--- src/design/nrbr_pkg.sv ---
// ============================================================================
// nrbr_pkg - shared types and constants of the NAL RBSP bit reader
// Command codes, the decoded command record passed from the front end to the
// back end, result status codes, sizes and small mask helpers.
// ============================================================================
package nrbr_pkg;

	localparam int BUFFER_DEPTH = 1024;
	localparam int IDX_W        = $clog2(BUFFER_DEPTH + 1);
	localparam int ADDR_W       = $clog2(BUFFER_DEPTH);
	localparam int CNT_W        = 17;
	localparam int REM_W        = 14;
	localparam int DROP_W       = 11;
	localparam int VAL_W        = 33;
	localparam logic [7:0]  EPB_BYTE = 8'h03;
	localparam logic [15:0] LAST_TWO_RESET = 16'hffff;
	localparam logic [DROP_W-1:0] DROP_MAX = '1;

	typedef enum logic [2:0] {
		CMD_BEGIN = 3'd0,
		CMD_PUSH  = 3'd1,
		CMD_READ  = 3'd2,
		CMD_SKIP  = 3'd3,
		CMD_UE    = 3'd4,
		CMD_SE    = 3'd5,
		CMD_MORE  = 3'd6,
		CMD_BAD   = 3'd7
	} op_t;

	typedef enum logic [1:0] {
		STS_OK       = 2'd0,
		STS_NO_DATA  = 2'd1,
		STS_TOO_LONG = 2'd2,
		STS_BAD      = 2'd3
	} status_t;

	typedef struct packed {
		op_t              op;
		logic             bad;
		logic [7:0]       data;
		logic [CNT_W-1:0] count;
	} cmd_t;

	// Low n bits set, n from 0 to 8.
	function automatic logic [7:0] mask8(input logic [3:0] n);
		logic [8:0] t;
		t = (9'd1 << n) - 9'd1;
		return t[7:0];
	endfunction

	// Low n bits set, n from 0 to 31.
	function automatic logic [31:0] mask32(input logic [5:0] n);
		logic [32:0] t;
		t = (33'd1 << n) - 33'd1;
		return t[31:0];
	endfunction

endpackage

--- src/design/nrbr_front.sv ---
// ============================================================================
// nrbr_front - command intake and classification
// Decodes each accepted command, flags bad counts and holds it in a two-entry
// queue until the back end takes it.
// ============================================================================
module nrbr_front import nrbr_pkg::*; (
	input  logic             clk,
	input  logic             arst_n,
	input  logic             start,
	output logic             busy,
	input  logic [2:0]       command,
	input  logic [7:0]       data_byte,
	input  logic [CNT_W-1:0] count,
	output logic             q_valid,
	output cmd_t             q_cmd,
	input  logic             q_pop
);

	cmd_t       entry_q [2];
	logic       wr_ptr_q;
	logic       rd_ptr_q;
	logic [1:0] fill_q;
	cmd_t       cls;
	logic       push;

	always_comb begin
		cls.op    = op_t'(command);
		cls.data  = data_byte;
		cls.count = count;
		unique case (op_t'(command))
			CMD_BEGIN: cls.bad = (count == '0) || (count > CNT_W'(BUFFER_DEPTH));
			CMD_READ:  cls.bad = (count > CNT_W'(31));
			CMD_BAD:   cls.bad = 1'b1;
			default:   cls.bad = 1'b0;
		endcase
	end

	assign busy    = (fill_q == 2'd2);
	assign push    = start && !busy;
	assign q_valid = (fill_q != 2'd0);
	assign q_cmd   = entry_q[rd_ptr_q];

	always_ff @(posedge clk) begin
		if (push) begin
			entry_q[wr_ptr_q] <= cls;
		end
	end

	always_ff @(posedge clk or negedge arst_n) begin
		if (!arst_n) begin
			wr_ptr_q <= 1'b0;
			rd_ptr_q <= 1'b0;
			fill_q   <= 2'd0;
		end else begin
			if (push) begin
				wr_ptr_q <= ~wr_ptr_q;
			end
			if (q_pop) begin
				rd_ptr_q <= ~rd_ptr_q;
			end
			fill_q <= fill_q + {1'b0, push} - {1'b0, q_pop};
		end
	end

	a_no_pop_empty: assert property (@(posedge clk) disable iff (!arst_n)
		q_pop |-> q_valid) else $error("pop from empty queue");
	a_fill_range: assert property (@(posedge clk) disable iff (!arst_n)
		fill_q != 2'd3) else $error("queue fill out of range");
	a_push_counts: assert property (@(posedge clk) disable iff (!arst_n)
		(push && !q_pop) |=> (fill_q == $past(fill_q) + 2'd1))
		else $error("queue fill did not advance");

endmodule

--- config.mk ---
export PLATFORM = sky130hd
export DESIGN_NAME = nrbr_front
export DESIGN_NICKNAME = d
export VERILOG_FILES = /design/src/design/nrbr_pkg.sv /design/src/design/nrbr_front.sv
export SDC_FILE = /design/constraint.sdc
export NUM_CORES = 1
export LEC_CHECK = 0
export BUFFER_PORTS_ARGS = -buffer_cell sky130_fd_sc_hd__buf_2
export CORE_AREA = 2 2 72 74
export DETAILED_ROUTE_END_ITERATION = 10
export DIE_AREA = 0 0 74 76
export PLACE_DENSITY_LB_ADDON = 0.12
export SLEW_MARGIN = 20
export SYNTH_ARGS = -nofsm -noshare
export SYNTH_HDL_FRONTEND = slang
export SYNTH_SLANG_ARGS = --single-unit
export TNS_END_PERCENT = 100
--- constraint.sdc ---
create_clock -name clk -period 3 [get_ports clk]
set_input_delay 0.45 -clock clk [delete_from_list [all_inputs] [get_ports clk]]
set_output_delay 0.45 -clock clk [all_outputs]
set_load 0.01 [all_outputs]
**Word-level counts from Yosys, hierarchy flattened**

Memory sizes are Yosys's and may differ from the RTL's.
Cells that the tools add are included.
Widths: inputs -> output; s select.

- Memories: 1
- Memory bits (writable): 58
- Input port bits: 32
- Word-level logic and storage cells: 22
- Bits in registers: 4

- Add/sub/neg operators: 2
- Magnitude comparators: 2
- Equality and inequality tests: 3
- Muxes and demuxes: 3
- Reductions and logical operators: 6
- Bitwise gates (word level): 2

Memory list:

| memory | words | bits a word | rd ports | clocked after Yosys merged registers in | wr ports | line | text |
|---|---|---|---|---|---|---|---|
| entry_q | 2 | 29 | 1 | 0 | 1 | nrbr_front.sv:19 | `cmd_t entry_q [2];` |

Operator list:

| operator | number |
|---|---|
| $gt 17x11->1 const B | 1 |
| $gt 17x5->1 const B | 1 |
| $logic_not 17->1 | 1 |
| $eq 3x2->1 const B | 1 |
| $eq 3x3->1 const B | 1 |
| $logic_not 3->1 | 1 |
| $pmux 1 s3 | 1 |
| $add 2x1->2 | 1 |
| $eq 2x2->1 const B | 1 |
| $mux 1 | 2 |
| $not 1->1 | 2 |
| $reduce_bool 2->1 | 1 |
| $sub 2x1->2 | 1 |
| $logic_and 1x1->1 | 1 |
| $logic_not 1->1 | 1 |
| $logic_or 1x1->1 | 1 |

**Logic depth before layout (Yosys ltp)**

Gate-level depths: netlist (run 1).

- Depth in word-level cells: 5
- Mapped depth: 7

**Worst setup path after synthesis (run 1)**

Ideal clock, no wire load.

- Path kind: register -> register
- Start point: reg fill_q[1]
- End point: mem entry_q[0][0] (netlist name) (enable)
- Library setup time: 0.415 ns
- Required time: 2.585 ns
- Stages on the path, launching flop included: 4
- Slack: 0.766 ns
- Buffers on the path: 0
- Arrival: 1.819 ns
- Path through: dfrtp_1 nand2b_1 nand2_1 nor2_1

- Word-level cells in the longest chain between the ends: 5

RTL lines:

| element | line | text |
|---|---|---|
| from (decl) | nrbr_front.sv:22 | `logic [1:0] fill_q;` |
| from (signal assigned) | nrbr_front.sv:61 | `fill_q <= fill_q + {1'b0, push} - {1'b0, q_pop};` |
| $eq 2x2->1 | nrbr_front.sv:38 | `assign busy = (fill_q == 2'd2);` |
| $logic_not 1->1 | nrbr_front.sv:39 | `assign push = start && !busy;` |
| $logic_and 1x1->1 | nrbr_front.sv:39 |  |
| $mux 1 | nrbr_front.sv:44 | `if (push) begin` |
| $mux 1 (not written as such) | nrbr_front.sv:45 | `entry_q[wr_ptr_q] <= cls;` |
| to (decl) | nrbr_front.sv:19 |  |

Every way passes these cells.

==> results by group, run 1 <==
Drt
  – WL/cell: 15.0 µm
  – Vias per inst: 4.88
  – Met1 WL: 1650 µm
  – Drt drc: 0
  – Met3 wire len: 236 µm
  – Drt pass-1 iters: 4
  – Initial DRC Count: 51
  – Antenna-violating nets left: 0
  – Drt total wl: 4080 µm
  – Total number of vias: 1322
  – Met2 Routed Length: 2110 µm
  – Max Used Layer: met4

STA
  – Period utilisation layout: 77.8%
  – Period minus WS final: 2.34 ns
  – Slew margin rel.: 49.3%
  – Fmax: 428 MHz
  – Max-slew violations: 0
  – RSZ-0062 raised after global routing: false
  – Final Setup Violations: 0
  – Final worst setup slack: 0.665 ns
  – Post-Route Skew: 0.00398 ns
  – Setup Total Neg Slack: 0 ns
  – Hold Fails Final Rpt: 0
  – Worst-Margin Slew: 0.760 ns

Floorplan
  – Starting density of the core: 48.4%
  – Die area: 0.00562 mm²
  – Std-Cell Rows: 26
  – Num ports: 63
  – Chip height: 76 µm
  – Die Width: 74 µm
  – Core ar.: 0.00491 mm²

Placement
  – Placed inst area: 0.00281 mm²
  – Placer Congestion: 0.706
  – Placed cells: 254
  – IO buf count: 62
  – Setup slack at placement: 0.993 ns
  – Hpwl dp: 2760 µm

Clocking
  – Clk Latency, worst-skew pair: 0.32 ns
  – CTS max path bufs: 2
  – Post-CTS resize count: 0
  – Reg clk slew, reported paths: 0.07 ns
  – Post-CTS setup buffer count: 0
  – Num CTS Buffers: 9
  – CTS tree: built
  – Root Driver: clkbuf_8
  – CTS sink count: 62
  – Htree depth: 3

Synth
  – Synth unique cells: 22
  – Synth Instances: 122
  – Synth Cell Area: 0.00238 mm²
  – Synth Area in Simple Gates: 4.63%
  – Mux cell area share after synthesis: 14.1%
  – Synth Area per Inst: 19.5 µm²
  – Adder-Cell Fraction of Synth Area: 1.05%
  – XOR/XNOR share of the synthesized area: 1.47%
  – Largest family of logic cells by synthesized area: multiplexers
  – Sequential share of the synthesized area: 77.4%
  – Compound-Gate Fraction of Synth Area: 0.368%
  – Ys Warns: 0
  – Register bit total from synthesis: 62
  – Synthesized net count: 156

Global routing
  – Total gr overflow: 0
  – Number of global-route vias before repair: 1368
  – Largest net degree at the start of global routing: 30
  – First-pass GRT wire length: 6240 µm
  – Tot GR Track Use: 15.5%
  – Initial antenna violation count: 0

Power and ir drop
  – Sw power: 816 µW
  – Max IR drop VDD: 447 µV
  – Reg power frac: 44.8%
  – P_leak: 0.00115 µW
  – Pint: 2070 µW
  – PD cells: 949 mW/mm²
  – Comb power frac: 28.5%
  – Clock power share: 26.7%
  – Switching Fraction: 28.3%

Final layout
  – Area added between synthesis and finish: 27.5%
  – ANT cells: 0
  – Multi-input logic area: 518 µm²
  – Final nets: 230
  – FF+latch area: 0.00184 mm²
  – Fillers: 395
  – Layout cells sized above 1: 57.2%
  – Final instance area: 0.00304 mm²
  – Non-Filler Instances: 271

Worst setup path
  – Req. time, crit path: 2.55 ns
  – Setup crit start kind: flop
  – R2R cell count: 4
  – CP peak stage delay: 0.83 ns
  – R2R Path End: entry_q[0][8]
  – Delay-heaviest family, CP: flip-flops
  – Critical R2R Launch: fill_q[1]
  – Crit path cell chain: buf_12, mux2_2, buf_2
  – Critical Path End Type: output pin
  – CP max stage cell: dfrtp_1
  – Setup CP Type: flop to output pin
  – CP bufs+invs: 2
  – Number of stages on the worst setup path: 3
  – Reg2Reg Setup Slack: 1.27 ns
  – Crit path max fanout: 16
  – Worst EP arrival: 1.89 ns

Worst hold path
  – HP Start: data_byte[4]
  – Hold path cells: 1
  – Hold endpoint: entry_q[1][21]
  – Worst Hold Class: primary input to flop

Status
  – Outcome: complete, no violations

Job
  – Max Cap Viol: 0
==> Yosys cell counts, drive strengths merged <==
cell / count / area share (%)
inv: 2 / 0.32
buf: 3 / 0.63
dfrtp: 4 / 4.2
or3: 1 / 0.32
nor4b: 1 / 0.63
nor2: 4 / 0.63
or2: 1 / 0.26
ha: 2 / 1.1
nand3: 1 / 0.21
mux2i: 1 / 0.42
o21ai: 1 / 0.37
nand4b: 1 / 0.37
xnor2: 3 / 1.1
mux2: 29 / 14
nor4: 2 / 0.79
nand2: 3 / 0.47
edfxtp: 58 / 73
and3: 1 / 0.26
nand2b: 1 / 0.26
nor3: 2 / 0.42
xor2: 1 / 0.37
==> routing by layer <==
layer / up-vias / GRT usage (%)
met5: - / 0
met2: 45 / 24.7
met4: 0 / 9.27
met1: 642 / 18.0
li1: 625 / -
met3: 10 / 4.63
==> cells by family (layout without fill, tap and decap cells) <==
group,after synthesis,count (layout)
simple gates,18,18
xor+xnor,4,4
flops,62,62
mux,30,30
fa+ha+maj,2,2
compound gates,1,1
buf+inv,5,84
==> layout make-up <==
| cell class | instances | share of cell area, % |
|---|---|---|
| clock buffer | 9 | 4.08 |
| multi-input combinational | 55 | 17.1 |
| tap | 70 | 2.89 |
| timing repair buffer | 66 | 12.1 |
| inverter | 2 | 0.247 |
| clock inverter | 7 | 2.93 |
| sequential | 62 | 60.7 |
==> state kept, by name, indices dropped and copies added (netlist names) <==
name      flops
rd_ptr_q      1
fill_q        2
entry_q      58
wr_ptr_q      1
==> worst max-delay path by stage <==
| stage | start | to | slack [ns] |
|---|---|---|---|
| 2_1_floorplan | fill_q[1] | entry_q[0][0] | 0.77 |
| 3_3_place_gp | rd_ptr_q | q_cmd[4] | 1.05 |
| 3_5_place_dp | rd_ptr_q | q_cmd[23] | 0.99 |
| 4_1_cts | rd_ptr_q | q_cmd[23] | 0.63 |
| 5_1_grt | rd_ptr_q | q_cmd[23] | 0.56 |
| 6_report | rd_ptr_q | q_cmd[23] | 0.66 |
==> worst reg2reg max path: stages (launching register included) <==
cell and delay [ns]:
dfrtp_1 0.41, nand2b_1 0.14, nand2_1 0.14, nor2_2 0.49, buf_12 0.25
==> repair_timing <==
action                                 CTS  global route
setup endpoints to repair                0             0
hold buffers                             1             0
endpoints found under the hold margin    4             0
==> power groups by stage <==
| stage | logic, µW | clock network, µW | registers (µW) |
|---|---|---|---|
| after floorplan | 542 | 0 | 1250 |
| after global placement | 814 | 0 | 1290 |
| after detailed placement | 832 | 0 | 1310 |
| after CTS | 838 | 780 | 1290 |
| after global routing | 885 | 827 | 1310 |
| final | 822 | 770 | 1290 |
==> placed cells by master, fill, tap and decap left out, types with 2 or more instances in the layout <==
cell type | netlist | layout
buf_12 | 0 | 2
buf_2 | 3 | 62
bufinv_16 | 0 | 2
clkbuf_8 | 0 | 9
clkinv_2 | 0 | 2
clkinvlp_4 | 0 | 2
dfrtp_1 | 4 | 4
edfxtp_1 | 58 | 58
ha_1 | 2 | 2
inv_1 | 2 | 2
mux2_2 | 29 | 29
nand2_1 | 3 | 3
nor2_1 | 4 | 3
nor3_1 | 2 | 2
xnor2_1 | 3 | 3
==> metrics by stage <==
step / hold WS [ns] / power (µW) / util [%]
6_report: 0.310 / 2880 / 61.8
5_1_grt: 0.290 / 3020 / 61.8
4_1_cts: 0.301 / 2910 / 61.8
3_5_place_dp: 0.260 / 2140 / 57.3
3_3_place_gp: 0.260 / 2110 / 57.3
2_1_floorplan: 0.154 / 1790 / -
No activity file was read; power rests on OpenSTA's default activity.
==> run 2: changes to the inputs <==
==> constraint.sdc (replaced) <==
create_clock -name clk -period 2.37 [get_ports clk]
set_input_delay 0.3555 -clock clk [delete_from_list [all_inputs] [get_ports clk]]
set_output_delay 0.3555 -clock clk [all_outputs]
set_load 0.01 [all_outputs]
==> results by group, run 2 (synthesized netlist as in run 1, its figures left out) <==
Status
  – Outcome: complete, no violations

Clocking
  – CTS max path bufs: 2 (unchanged)
  – Root Driver: clkbuf_8
  – Post-CTS setup buffer count: 0 (unchanged)
  – Clk Latency, worst-skew pair: 0.32 ns (about the same)
  – Num CTS Buffers: 9 (unchanged)
  – CTS sink count: 62 (unchanged)
  – CTS tree: built
  – Reg clk slew, reported paths: 0.07 ns (about the same)
  – Htree depth: 3 (unchanged)

Final layout
  – Top flop regs: entry_q (58), fill_q (2)
  – Final nets: 232 (+0.87%)
  – FF+latch area: 0.00184 mm² (unchanged)
  – Max FFs per register: 58 (unchanged)
  – Final instance area: 0.00299 mm² (-1.4%)
  – Largest Register: entry_q
  – Multi-input logic area: 518 µm² (unchanged)
  – Commonest cells after routing, fill and taps aside: buf_2 (62), edfxtp_1 (58), mux2_2 (29)
  – Area added between synthesis and finish: 25.8%
  – Layout cells sized above 1: 56.7% (-0.56 points)
  – Fillers: 386 (-2.3%)
  – Commonest non-fill, non-tap cell in the layout: buf_2
  – ANT cells: 0 (unchanged)

Global routing
  – Initial antenna violation count: 0 (unchanged)
  – Largest net degree at the start of global routing: 30 (unchanged)
  – Tot GR Track Use: 15.4% (-0.060 points)
  – First-pass GRT wire length: 6240 µm (+0.11%)
  – Total gr overflow: 0 (unchanged)
  – Number of global-route vias before repair: 1354 (-1.0%)

STA
  – Max-slew violations: 0 (unchanged)
  – Hold Fails Final Rpt: 0 (unchanged)
  – RSZ-0062 raised after global routing: false
  – Post-Route Skew: 0.00511 ns (+0.00112 ns)
  – Worst-Margin Slew: 0.419 ns (-0.341 ns)
  – Period minus WS final: 1.77 ns
  – Setup Total Neg Slack: 0 ns (unchanged)
  – Slew margin rel.: 72.1% (+23 points)
  – Fmax: 565 MHz
  – Final Setup Violations: 0 (unchanged)
  – Period utilisation layout: 74.6%

Worst setup path
  – Critical Path End Type: output pin
  – Worst EP arrival: 1.41 ns (-0.48 ns)
  – Req. time, crit path: 2.01 ns (-0.54 ns)
  – CP peak stage delay: 0.37 ns (-0.46 ns)
  – Setup crit start kind: flop
  – CP bufs+invs: 2 (unchanged)
  – Crit path max fanout: 15 (-1)
  – Delay-heaviest family, CP: buffers and inverters
  – CP max stage cell: mux2_2
  – Setup CP Type: flop to output pin
  – Crit path cell chain: buf_4, mux2_2, buf_2

Drt
  – Initial DRC Count: 50 (-2.0%)
  – Vias per inst: 4.85 (-0.58%)
  – Drt drc: 0 (unchanged)
  – Drt total wl: 4030 µm (-1.3%)
  – Drt pass-1 iters: 2 (-2)
  – Antenna-violating nets left: 0 (unchanged)
  – WL/cell: 14.7 µm (-2.0%)
  – Total number of vias: 1324 (+0.15%)

Power and ir drop
  – Reg power frac: 45.0% (+0.2 points)
  – PD cells: 1170 mW/mm² (+23%)
  – Clock power share: 24.2% (-2.5 points)
  – Pint: 2490 µW (+20%)
  – P_leak: 0.00115 µW (-0.50%)
  – Switching Fraction: 28.8% (+0.47 points)
  – Sw power: 1010 µW (+23%)
  – Max IR drop VDD: 663 µV (+48%)
  – Comb power frac: 30.9% (+2.4 points)
  – Power Total: 3490 µW (+21%)

Placement
  – Placed inst area: 0.00280 mm² (-0.36%)
  – Hpwl dp: 2710 µm (-1.6%)
  – IO buf count: 62 (unchanged)
  – Placer Congestion: 0.720 (+1.9%)

Floorplan
  – Std-Cell Rows: 26 (unchanged)
  – Num ports: 63 (unchanged)
  – Die area: 0.00562 mm² (unchanged)
  – Starting density of the core: 48.4% (unchanged)
  – Chip height: 76 µm (unchanged)
  – Die Width: 74 µm (unchanged)
  – Core ar.: 0.00491 mm² (unchanged)

Worst hold path
  – Worst Hold Class: primary input to flop

Job
  – Max Cap Viol: 0 (unchanged)
==> run 2: cell types whose count changed in the layout (fill, tap and decap cells not counted), sizes merged <==
| cell | previous run | this run |
|---|---|---|
| buf | 65 | 67 |
| clkinv | 3 | 5 |
| clkinvlp | 2 | 0 |
| bufinv | 2 | 1 |
| clkbuf | 9 | 10 |
==> run 2: timing repair <==
item / in CTS / in global routing
hold endpoints to repair: 4 / 0
gates resized for setup: 0 / 0
hold buffers: 1 / 0
==> run 2: path summary, 6_finish.rpt <==
| check | startpoint | end | slack, ns | depth (start not counted) |
|---|---|---|---|---|
| setup / recovery | rd_ptr_q | q_cmd[10] | 0.60 | 3 |
| hold / removal | data_byte[0] | entry_q[0][17] | 0.22 | 1 |
| setup reg to reg | fill_q[1] | fill_q[1] | 0.79 | 7 |
| hold reg to reg | fill_q[1] | fill_q[1] | 0.50 | 1 |
| max in group asynchronous | arst_n | rd_ptr_q | 1.87 | 2 |
| min in group asynchronous | arst_n | wr_ptr_q | 0.37 | 2 |
==> run 2: final cells by class <==
class	instances	area share, %
flip-flops and latches	62	61.5
multi-input cells	55	17.3
repair buffers	68	12.0
clock buffers	10	4.26
well taps	70	2.93
clock inverters	6	1.76
inverters	2	0.251
==> run 2: worst register-to-register path: stages (launching register included) <==
cell and delay [ns]:
dfrtp_1 0.40, nand2b_1 0.11, nand2_1 0.12, ha_1 0.30
inv_1 0.04, ha_1 0.18, xnor2_1 0.20, xnor2_1 0.15
==> run 2: through the flow <==
stage / cells / hold slack [ns] / setup WS (ns) / util [%]
6_report: 273 / 0.217 / 0.601 / 60.9
5_1_grt: 273 / 0.196 / 0.533 / 60.9
4_1_cts: 273 / 0.199 / 0.563 / 60.9
3_5_place_dp: 256 / 0.170 / 0.722 / 57.1
3_3_place_gp: 256 / 0.164 / 0.722 / 57.1
2_1_floorplan: 122 / 0.0599 / 0.136 / -
==> run 2: layer usage <==
metal	vias to the layer above	wire length, µm	global-route usage, %
met1	650	1570	17.1
li1	628	-	-
met2	38	2090	24.7
met5	-	0	0
met3	8	289	5.82
met4	0	74	8.91
==> run 2: power groups by stage <==
stage          sequential, µW  combinational [µW]  clock [µW]
2_1_floorplan            1580                 686           0
3_3_place_gp             1580                1070           0
3_5_place_dp             1590                1100           0
4_1_cts                  1570                1110         869
5_1_grt                  1590                1170         912
6_report                 1570                1080         843
